<file path="config.mk">
export PLATFORM = sky130hd
export DESIGN_NAME = mandelbrot_escape_time_pixel
export DESIGN_NICKNAME = d
export VERILOG_FILES = /design/src/sv/mbe_pkg.sv /design/src/sv/mbe_mul.sv /design/src/sv/mbe_core.sv /design/src/sv/mandelbrot_escape_time_pixel.sv
export SDC_FILE = /design/constraint.sdc
export NUM_CORES = 2
export LEC_CHECK = 0
export BUFFER_PORTS_ARGS = -buffer_cell sky130_fd_sc_hd__buf_4
export CORE_MARGIN = 2
export CORE_UTILIZATION = 70
export DETAILED_ROUTE_END_ITERATION = 8
export PLACE_DENSITY = 0.94
export SETUP_SLACK_MARGIN = 0.4
export SYNTH_ARGS = -nofsm -noshare
export SYNTH_HDL_FRONTEND = slang
export SYNTH_HIERARCHICAL = 1
export SYNTH_SLANG_ARGS = --single-unit
</file>
<file path="constraint.sdc">
create_clock -name clk -period 17.6 [get_ports clk]
set_input_delay 1.76 -clock clk [delete_from_list [all_inputs] [get_ports clk]]
set_output_delay 1.76 -clock clk [all_outputs]
set_load 0.05 [all_outputs]
</file>
<file path="src/sv/mbe_pkg.sv">
// Shared types, constants and helper functions for the Mandelbrot escape-time pixel engine.
`default_nettype none
package mbe_pkg;

  localparam int FX_W       = 32;
  localparam int PROD_W     = 64;
  localparam int CFG_IDX_W  = 3;
  localparam int CFG_DATA_W = 32;
  localparam int IN_W       = 12;
  localparam int CNT_W      = 8;

  typedef enum logic [3:0] {
    ST_IDLE,
    ST_CX,
    ST_CY,
    ST_INIT,
    ST_MXX,
    ST_MYY,
    ST_MXY,
    ST_MCHK,
    ST_DONE
  } state_t;

  typedef enum logic [CFG_IDX_W-1:0] {
    CFG_X_START   = 3'd0,
    CFG_Y_START   = 3'd1,
    CFG_X_STEP    = 3'd2,
    CFG_Y_STEP    = 3'd3,
    CFG_MAX_ITER  = 3'd4,
    CFG_ESC_LIMIT = 3'd5
  } cfg_idx_t;

  typedef struct packed {
    logic signed [FX_W-1:0] x_start;
    logic signed [FX_W-1:0] y_start;
    logic [30:0]            x_step;
    logic [30:0]            y_step;
    logic [CNT_W-1:0]       limit;
    logic [30:0]            esc_limit;
  } cfg_t;

  typedef struct packed {
    logic             done;
    logic [CNT_W-1:0] count;
  } res_t;

  localparam logic signed [65:0] SAT_MAX = 66'sd2147483647;
  localparam logic signed [65:0] SAT_MIN = -66'sd2147483648;

  function automatic logic signed [FX_W-1:0] sat32(input logic signed [65:0] v);
    logic signed [FX_W-1:0] r;
    if (v > SAT_MAX) begin
      r = 32'sh7fffffff;
    end else if (v < SAT_MIN) begin
      r = 32'sh80000000;
    end else begin
      r = v[31:0];
    end
    return r;
  endfunction

  function automatic logic signed [65:0] ext66(input logic signed [FX_W-1:0] v);
    return {{34{v[31]}}, v};
  endfunction

  // value below 4096: fold 256 == 1 (mod 255), then one subtract
  function automatic logic [7:0] mod255(input logic [11:0] v);
    logic [8:0] s;
    logic [8:0] d;
    s = {1'b0, v[7:0]} + {5'b0, v[11:8]};
    d = s - 9'd255;
    return (s >= 9'd255) ? d[7:0] : s[7:0];
  endfunction

endpackage
`default_nettype wire

</file>
<file path="src/sv/mbe_mul.sv">
// Shared signed 32x32 multiplier with a registered 64-bit product.
`default_nettype none
module mbe_mul (
  input  wire logic                                clk,
  input  wire logic signed [mbe_pkg::FX_W-1:0]     a,
  input  wire logic signed [mbe_pkg::FX_W-1:0]     b,
  output logic signed      [mbe_pkg::PROD_W-1:0]   prod
);
  import mbe_pkg::*;

  always_ff @(posedge clk) begin
    prod <= a * b;
  end

endmodule
`default_nettype wire

</file>
<file path="src/sv/mbe_core.sv">
// Iteration sequencer and datapath around the shared multiplier.
`default_nettype none
module mbe_core #(
  parameter int FRAC_BITS  = 24,
  parameter int COORD_BITS = 12
) (
  input  wire logic                       clk,
  input  wire logic                       rst,
  input  wire logic                       start,
  input  wire logic [mbe_pkg::IN_W-1:0]   col,
  input  wire logic [mbe_pkg::IN_W-1:0]   row,
  input  wire mbe_pkg::cfg_t              cfg,
  input  wire logic                       out_free,
  output logic                            ready,
  output mbe_pkg::res_t                   res
);
  import mbe_pkg::*;

  localparam logic [IN_W-1:0] CMASK = IN_W'((64'd1 << COORD_BITS) - 64'd1);

  state_t state;
  state_t state_next;

  logic [IN_W-1:0]        col_q;
  logic [IN_W-1:0]        row_q;
  logic signed [FX_W-1:0] cx;
  logic signed [FX_W-1:0] cy;
  logic signed [FX_W-1:0] x;
  logic signed [FX_W-1:0] y;
  logic signed [FX_W-1:0] x2;
  logic signed [FX_W-1:0] y2;
  logic [CNT_W-1:0]       n;

  logic signed [FX_W-1:0]   mul_a;
  logic signed [FX_W-1:0]   mul_b;
  logic signed [PROD_W-1:0] prod;
  logic signed [PROD_W-1:0] prod_sh;
  logic signed [FX_W-1:0]   fx;
  logic signed [FX_W-1:0]   r2;
  logic signed [FX_W-1:0]   x_next;
  logic signed [FX_W-1:0]   y_next;
  logic signed [FX_W-1:0]   cx_next;
  logic signed [FX_W-1:0]   cy_next;
  logic [CNT_W-1:0]         n_inc;
  logic                     esc;

  mbe_mul u_mul (
    .clk  (clk),
    .a    (mul_a),
    .b    (mul_b),
    .prod (prod)
  );

  always_comb begin
    case (state)
      ST_CX: begin
        mul_a = $signed({{(FX_W-IN_W){1'b0}}, col_q});
        mul_b = $signed({1'b0, cfg.x_step});
      end
      ST_CY: begin
        mul_a = $signed({{(FX_W-IN_W){1'b0}}, row_q});
        mul_b = $signed({1'b0, cfg.y_step});
      end
      ST_MXX: begin
        mul_a = x;
        mul_b = x;
      end
      ST_MYY: begin
        mul_a = y;
        mul_b = y;
      end
      default: begin
        mul_a = x;
        mul_b = y;
      end
    endcase
  end

  assign prod_sh = prod >>> FRAC_BITS;
  assign fx      = sat32({{2{prod_sh[PROD_W-1]}}, prod_sh});
  assign cx_next = sat32(ext66(cfg.x_start) + {{2{prod[PROD_W-1]}}, prod});
  assign cy_next = sat32(ext66(cfg.y_start) + {{2{prod[PROD_W-1]}}, prod});
  assign r2      = sat32(ext66(x2) + ext66(y2));
  assign esc     = {r2[FX_W-1], r2} > $signed({2'b00, cfg.esc_limit});
  assign x_next  = sat32(ext66(x2) - ext66(y2) + ext66(cx));
  assign y_next  = sat32(ext66(fx) + ext66(fx) + ext66(cy));
  assign n_inc   = n + CNT_W'(1);

  always_comb begin
    case (state)
      ST_IDLE: state_next = start ? ST_CX : ST_IDLE;
      ST_CX:   state_next = ST_CY;
      ST_CY:   state_next = ST_INIT;
      ST_INIT: state_next = (cfg.limit == '0) ? ST_DONE : ST_MXX;
      ST_MXX:  state_next = ST_MYY;
      ST_MYY:  state_next = ST_MXY;
      ST_MXY:  state_next = ST_MCHK;
      ST_MCHK: state_next = (esc || n_inc == cfg.limit) ? ST_DONE : ST_MXX;
      ST_DONE: state_next = out_free ? ST_IDLE : ST_DONE;
      default: state_next = ST_IDLE;
    endcase
  end

  always_comb begin
    ready     = (state == ST_IDLE);
    res.done  = (state == ST_DONE) && out_free;
    res.count = n;
  end

  always_ff @(posedge clk) begin
    if (rst) begin
      state <= ST_IDLE;
    end else begin
      state <= state_next;
    end
  end

  always_ff @(posedge clk) begin
    case (state)
      ST_IDLE: begin
        col_q <= col & CMASK;
        row_q <= row & CMASK;
      end
      ST_CY: begin
        cx <= cx_next;
        x  <= cx_next;
      end
      ST_INIT: begin
        cy <= cy_next;
        y  <= cy_next;
        n  <= '0;
      end
      ST_MYY: x2 <= fx;
      ST_MXY: y2 <= fx;
      ST_MCHK: begin
        if (!esc) begin
          n <= n_inc;
          x <= x_next;
          y <= y_next;
        end
      end
      default: begin
      end
    endcase
  end

endmodule
`default_nettype wire

</file>
<file path="src/sv/mandelbrot_escape_time_pixel.sv">
// Top level: configuration registers, escape-time core and palette output register.
//
//  channel   dir  transfer when            payload
//  s_*       in   s_tvalid & s_tready      s_tdata: col [11:0], row [23:12]
//  m_*       out  m_tvalid & m_tready      m_tdata: iter_count [7:0], argb_color [39:8]
//  cfg_*     in   cfg_we                   cfg_index selects register, cfg_data value
//
// A pixel runs at most 255 iterations; in each, the shared
// multiplier forms x*x, y*y and x*y one after another, then ST_MCHK checks the
// escape and updates z. The setup uses the multiplier twice for c.
// Reset (synchronous) idles the core, drops m_tvalid and restores register defaults.
// A result waits in the output register while the next pixel is taken; the core
// holds its finished count until that register frees.
`default_nettype none
module mandelbrot_escape_time_pixel #(
  parameter int FRAC_BITS  = 24,
  parameter int COORD_BITS = 12,
  parameter int ITER_LIMIT = 255
) (
  input  wire logic                               clk,
  input  wire logic                               rst,
  input  wire logic                               s_tvalid,
  output logic                                    s_tready,
  input  wire logic [23:0]                        s_tdata,   // col, row
  output logic                                    m_tvalid,
  input  wire logic                               m_tready,
  output logic [39:0]                             m_tdata,   // iter_count, argb_color
  input  wire logic                               cfg_we,
  input  wire logic [mbe_pkg::CFG_IDX_W-1:0]      cfg_index,
  input  wire logic [mbe_pkg::CFG_DATA_W-1:0]     cfg_data
);
  import mbe_pkg::*;

  logic signed [FX_W-1:0] x_start;
  logic signed [FX_W-1:0] y_start;
  logic [30:0]            x_step;
  logic [30:0]            y_step;
  logic [CNT_W-1:0]       max_iter;
  logic [30:0]            escape_limit;

  cfg_t       cfg;
  res_t       res;
  logic       out_free;
  logic       start;
  logic [7:0] n;
  logic [11:0] n7;
  logic [11:0] n13;

  always_ff @(posedge clk) begin
    if (rst) begin
      x_start      <= -32'sd35232153;
      y_start      <= -32'sd29360128;
      x_step       <= 31'd73400;
      y_step       <= 31'd97867;
      max_iter     <= CNT_W'(ITER_LIMIT);
      escape_limit <= 31'd167772160;
    end else if (cfg_we) begin
      case (cfg_idx_t'(cfg_index))
        CFG_X_START:   x_start      <= cfg_data;
        CFG_Y_START:   y_start      <= cfg_data;
        CFG_X_STEP:    x_step       <= cfg_data[30:0];
        CFG_Y_STEP:    y_step       <= cfg_data[30:0];
        CFG_MAX_ITER:  max_iter     <= cfg_data[CNT_W-1:0];
        CFG_ESC_LIMIT: escape_limit <= cfg_data[30:0];
        default: begin
        end
      endcase
    end
  end

  always_comb begin
    cfg.x_start   = x_start;
    cfg.y_start   = y_start;
    cfg.x_step    = x_step;
    cfg.y_step    = y_step;
    cfg.limit     = (max_iter < CNT_W'(ITER_LIMIT)) ? max_iter : CNT_W'(ITER_LIMIT);
    cfg.esc_limit = escape_limit;
  end

  assign start    = s_tvalid && s_tready;
  assign out_free = !m_tvalid || m_tready;

  mbe_core #(
    .FRAC_BITS  (FRAC_BITS),
    .COORD_BITS (COORD_BITS)
  ) u_core (
    .clk      (clk),
    .rst      (rst),
    .start    (start),
    .col      (s_tdata[11:0]),
    .row      (s_tdata[23:12]),
    .cfg      (cfg),
    .out_free (out_free),
    .ready    (s_tready),
    .res      (res)
  );

  assign n   = res.count;
  assign n7  = {1'b0, n, 3'b000} - {4'b0000, n};
  assign n13 = {1'b0, n, 3'b000} + {2'b00, n, 2'b00} + {4'b0000, n};

  always_ff @(posedge clk) begin
    if (rst) begin
      m_tvalid <= 1'b0;
    end else if (res.done) begin
      m_tvalid <= 1'b1;
    end else if (m_tready) begin
      m_tvalid <= 1'b0;
    end
  end

  always_ff @(posedge clk) begin
    if (res.done) begin
      m_tdata <= {8'hFF, mod255({4'b0000, n}), mod255(n7), mod255(n13), n};
    end
  end

endmodule
`default_nettype wire

</file>
==> flow_summary.json <==
{
  "ys.flop_type": "edfxtp_1",
  "track_usage": 0.457,
  "hold_violations": 0,
  "post-route-period-util": 0.668,
  "synth-seq-cells": 490,
  "cts-hold-fix-buffers": 0,
  "die_x_um": 326,
  "slew_headroom": -0.0495,
  "r2r-start": "u_core/state[2]",
  "synth_top_cell_by_area": "fa_1",
  "worstHoldStart": "escape_limit[21]",
  "port_buffers": 97,
  "antenna_found_initial": 11,
  "grt_pass1_wl_mm": 372,
  "cpPeakStageDelay_ps": 1180,
  "gp_congestion": 1.07,
  "holdPathEnd": "escape_limit[21]",
  "cts.sink_count": 490,
  "avgSynthCellArea_um2": 8.87,
  "io-pin-count": 106,
  "layout_min_cycle_time_ps": 11760,
  "cts_buffers": 51,
  "setup_viol": 0,
  "cts.htree.levels": 2,
  "ant_nets": 0,
  "vias_per_cell": 6.69,
  "fillers": 6941,
  "layout.nets": 9696,
  "clock_path_buffers": 3,
  "syn_to_final_growth_pct": 4.93,
  "fp-row-count": 118,
  "crit_top_cell": "fa_1",
  "synth_area_leaders": "fa_1 31%, edfxtp_1 11%, ha_1 8.2%",
  "cp_slowest_cell": "a22o_1",
  "worst_ep_required_time_ps": 18150,
  "fin_skew_ps": 42.6,
  "async_reset_ff_frac": 0,
  "yosys_warnings": 6,
  "synth_cell_types": 115,
  "worst_pin_slew_ps": 1570,
  "initial_core_util": 0.703,
  "drc": 3,
  "tns_ps": 0,
  "cts_resized": 0,
  "holdPathStages": 2,
  "syn-cell-area_um2": 72500,
  "r2r_slack_ps": 5840,
  "clk_pin_slew_ps": 70,
  "synth_top_area_frac": 0.311,
  "multiInputGateArea_um2": 54000,
  "timing.rr.end": "u_core/u_mul/prod[63]",
  "die_h_um": 326,
  "gr-total-overflow": 0,
  "drive_gt1_frac": 0.0478,
  "core_um2": 103000,
  "first_iter_violations": 8079,
  "synth-edff-count": 256,
  "syn_inst": 8175,
  "grt_max_degree": 97,
  "insertion_delay_ps": 650,
  "drv_slew": 99,
  "end_kind": "register",
  "seqCellArea_um2": 12400,
  "grt_pass1_vias": 66200,
  "cp_max_fo": 32,
  "post_drt_wl_per_cell_um": 25.7,
  "cts_tree": "built",
  "failed_checks": "design-rule violations, max-capacitance violations, max-slew violations",
  "wirelength_mm": 243,
  "reg2regPathDepth": 25,
  "seq_area_frac_synth": 0.171,
  "firstDrtPassIters": 9,
  "clockRootBuffer": "clkbuf_16",
  "worstSetupPathType": "register to register",
  "num_vias": 63200,
  "die_area_um2": 106000,
  "max_cap_violations": 3,
  "clock.fmax_ghz": 0.0850,
  "postCtsSetupBuffers": 0,
  "worst_setup_path_start_kind": "register",
  "outcome": "complete, but fails checks",
  "hpwl_mm": 186,
  "worstPathArrival_ps": 12310,
  "hold_path_class": "register to register",
  "rsz0062_at_grt": "no"
}
[worst max-delay path by stage]
stage | startpoint | endpoint | slack, ps | cells after the start
CTS | u_core/state[2] | u_core/u_mul/prod[63] | 6170 | 25
detailed placement | u_core/state[2] | u_core/u_mul/prod[63] | 6310 | 25
global route | u_core/state[2] | u_core/u_mul/prod[63] | 5390 | 25
floorplan | u_core/state[1] | u_core/u_mul/prod[56] | 7750 | 29
global placement | u_core/state[2] | u_core/u_mul/prod[63] | 6830 | 25
finish | u_core/state[2] | u_core/u_mul/prod[63] | 5840 | 25
[worst max-delay path, delay by kind of cell, from the launching register on]
| kind | cells | cell delay [ps] |
|---|---|---|
| DFF | 1 | 640 |
| AOI/OAI and AO/OA | 2 | 2090 |
| and+or+nand+nor | 9 | 2910 |
| adders and majority gates | 9 | 4810 |
| buffers and inverters | 5 | 1180 |
[sequential cells by signal, indices dropped and copies added, names as in the netlist]
name               count
u_core/u_mul/prod     64
m_tdata               32
u_core/cx             32
u_core/cy             32
u_core/x2             32
u_core/x              32
u_core/y2             32
u_core/y              32
x_start               32
y_start               32
escape_limit          31
x_step                31
y_step                31
u_core/col_q          12
u_core/row_q          12
max_iter               8
u_core/n               8
u_core/state           4
m_tvalid               1
[logic make-up (layout without fill, tap and decap cells)]
logic type	count (synthesis)	after routing	synth area share
multiplexers	14	14	0.00209
other	1	12	0.0000517
AND/OR/NAND/NOR	2574	2574	0.173
buffers and inverters	1654	1543	0.0871
flip-flops	490	490	0.171
AO/OA/AOI/OAI	1545	1545	0.138
adder cells (fa/ha/maj)	1608	1608	0.394
XOR/XNOR	289	289	0.0351
[cell usage in the layout (no fill, tap or decap), types with 65 or more instances in the layout]
| cell | synthesis | final |
|---|---|---|
| nand3_1 | 92 | 92 |
| o21ai_0 | 241 | 239 |
| buf_4 | 12 | 196 |
| inv_1 | 1249 | 1249 |
| and2_1 | 539 | 539 |
| nand4_1 | 81 | 81 |
| dfxtp_1 | 234 | 234 |
| edfxtp_1 | 256 | 256 |
| nor2_1 | 226 | 222 |
| xor2_1 | 99 | 99 |
| nand2_1 | 1216 | 1216 |
| nand2b_1 | 75 | 74 |
| a21oi_1 | 532 | 528 |
| fa_1 | 1126 | 1126 |
| a21o_1 | 199 | 199 |
| xnor2_1 | 189 | 189 |
| nor3_1 | 71 | 65 |
| ha_1 | 478 | 478 |
[Yosys cell counts, types with 199 or more instances]
library cell / number
a21o_1: 199
a21oi_1: 532
and2_1: 539
clkbuf_1: 350
dfxtp_1: 234
edfxtp_1: 256
fa_1: 1126
ha_1: 478
inv_1: 1249
nand2_1: 1216
nor2_1: 226
o21ai_0: 241
[through the flow]
stage | instance area, um2 | setup slack [ps] | instances | utilization | hold WS, ps
6_report | 76100 | 5840 | 9455 | 0.737 | 456
5_1_grt | 76100 | 5390 | 9451 | 0.737 | 471
4_1_cts | 76100 | 6170 | 9450 | 0.737 | 456
3_5_place_dp | 74300 | 6310 | 9354 | 0.720 | 447
3_3_place_gp | 74300 | 6830 | 9354 | 0.720 | 441
2_1_floorplan | 72600 | 7750 | 8182 | - | 436
[layout make-up]
type / instances / share of cell area
clock inverters: 28 / 0.00429
flip-flops and latches: 490 / 0.163
multi-input cells: 6038 / 0.710
diodes: 4 / 0.000132
well taps: 1380 / 0.0227
clock buffers: 68 / 0.0190
repair buffers: 197 / 0.0197
inverters: 1250 / 0.0616
[metal layers]
layer / part of all wire / routed length [um] / vias to the layer above / track usage
met5: 0.00021 / 50 / - / 0
met4: 0.094 / 22900 / 8 / 0.351
met3: 0.13 / 30700 / 1537 / 0.114
met2: 0.44 / 107000 / 4952 / 0.698
met1: 0.34 / 82400 / 30400 / 0.560
li1: - / - / 26300 / -
Power is left out: the tool's default activity adds up to more than one toggle a clock period on the data nets, which glitch-free logic cannot reach.
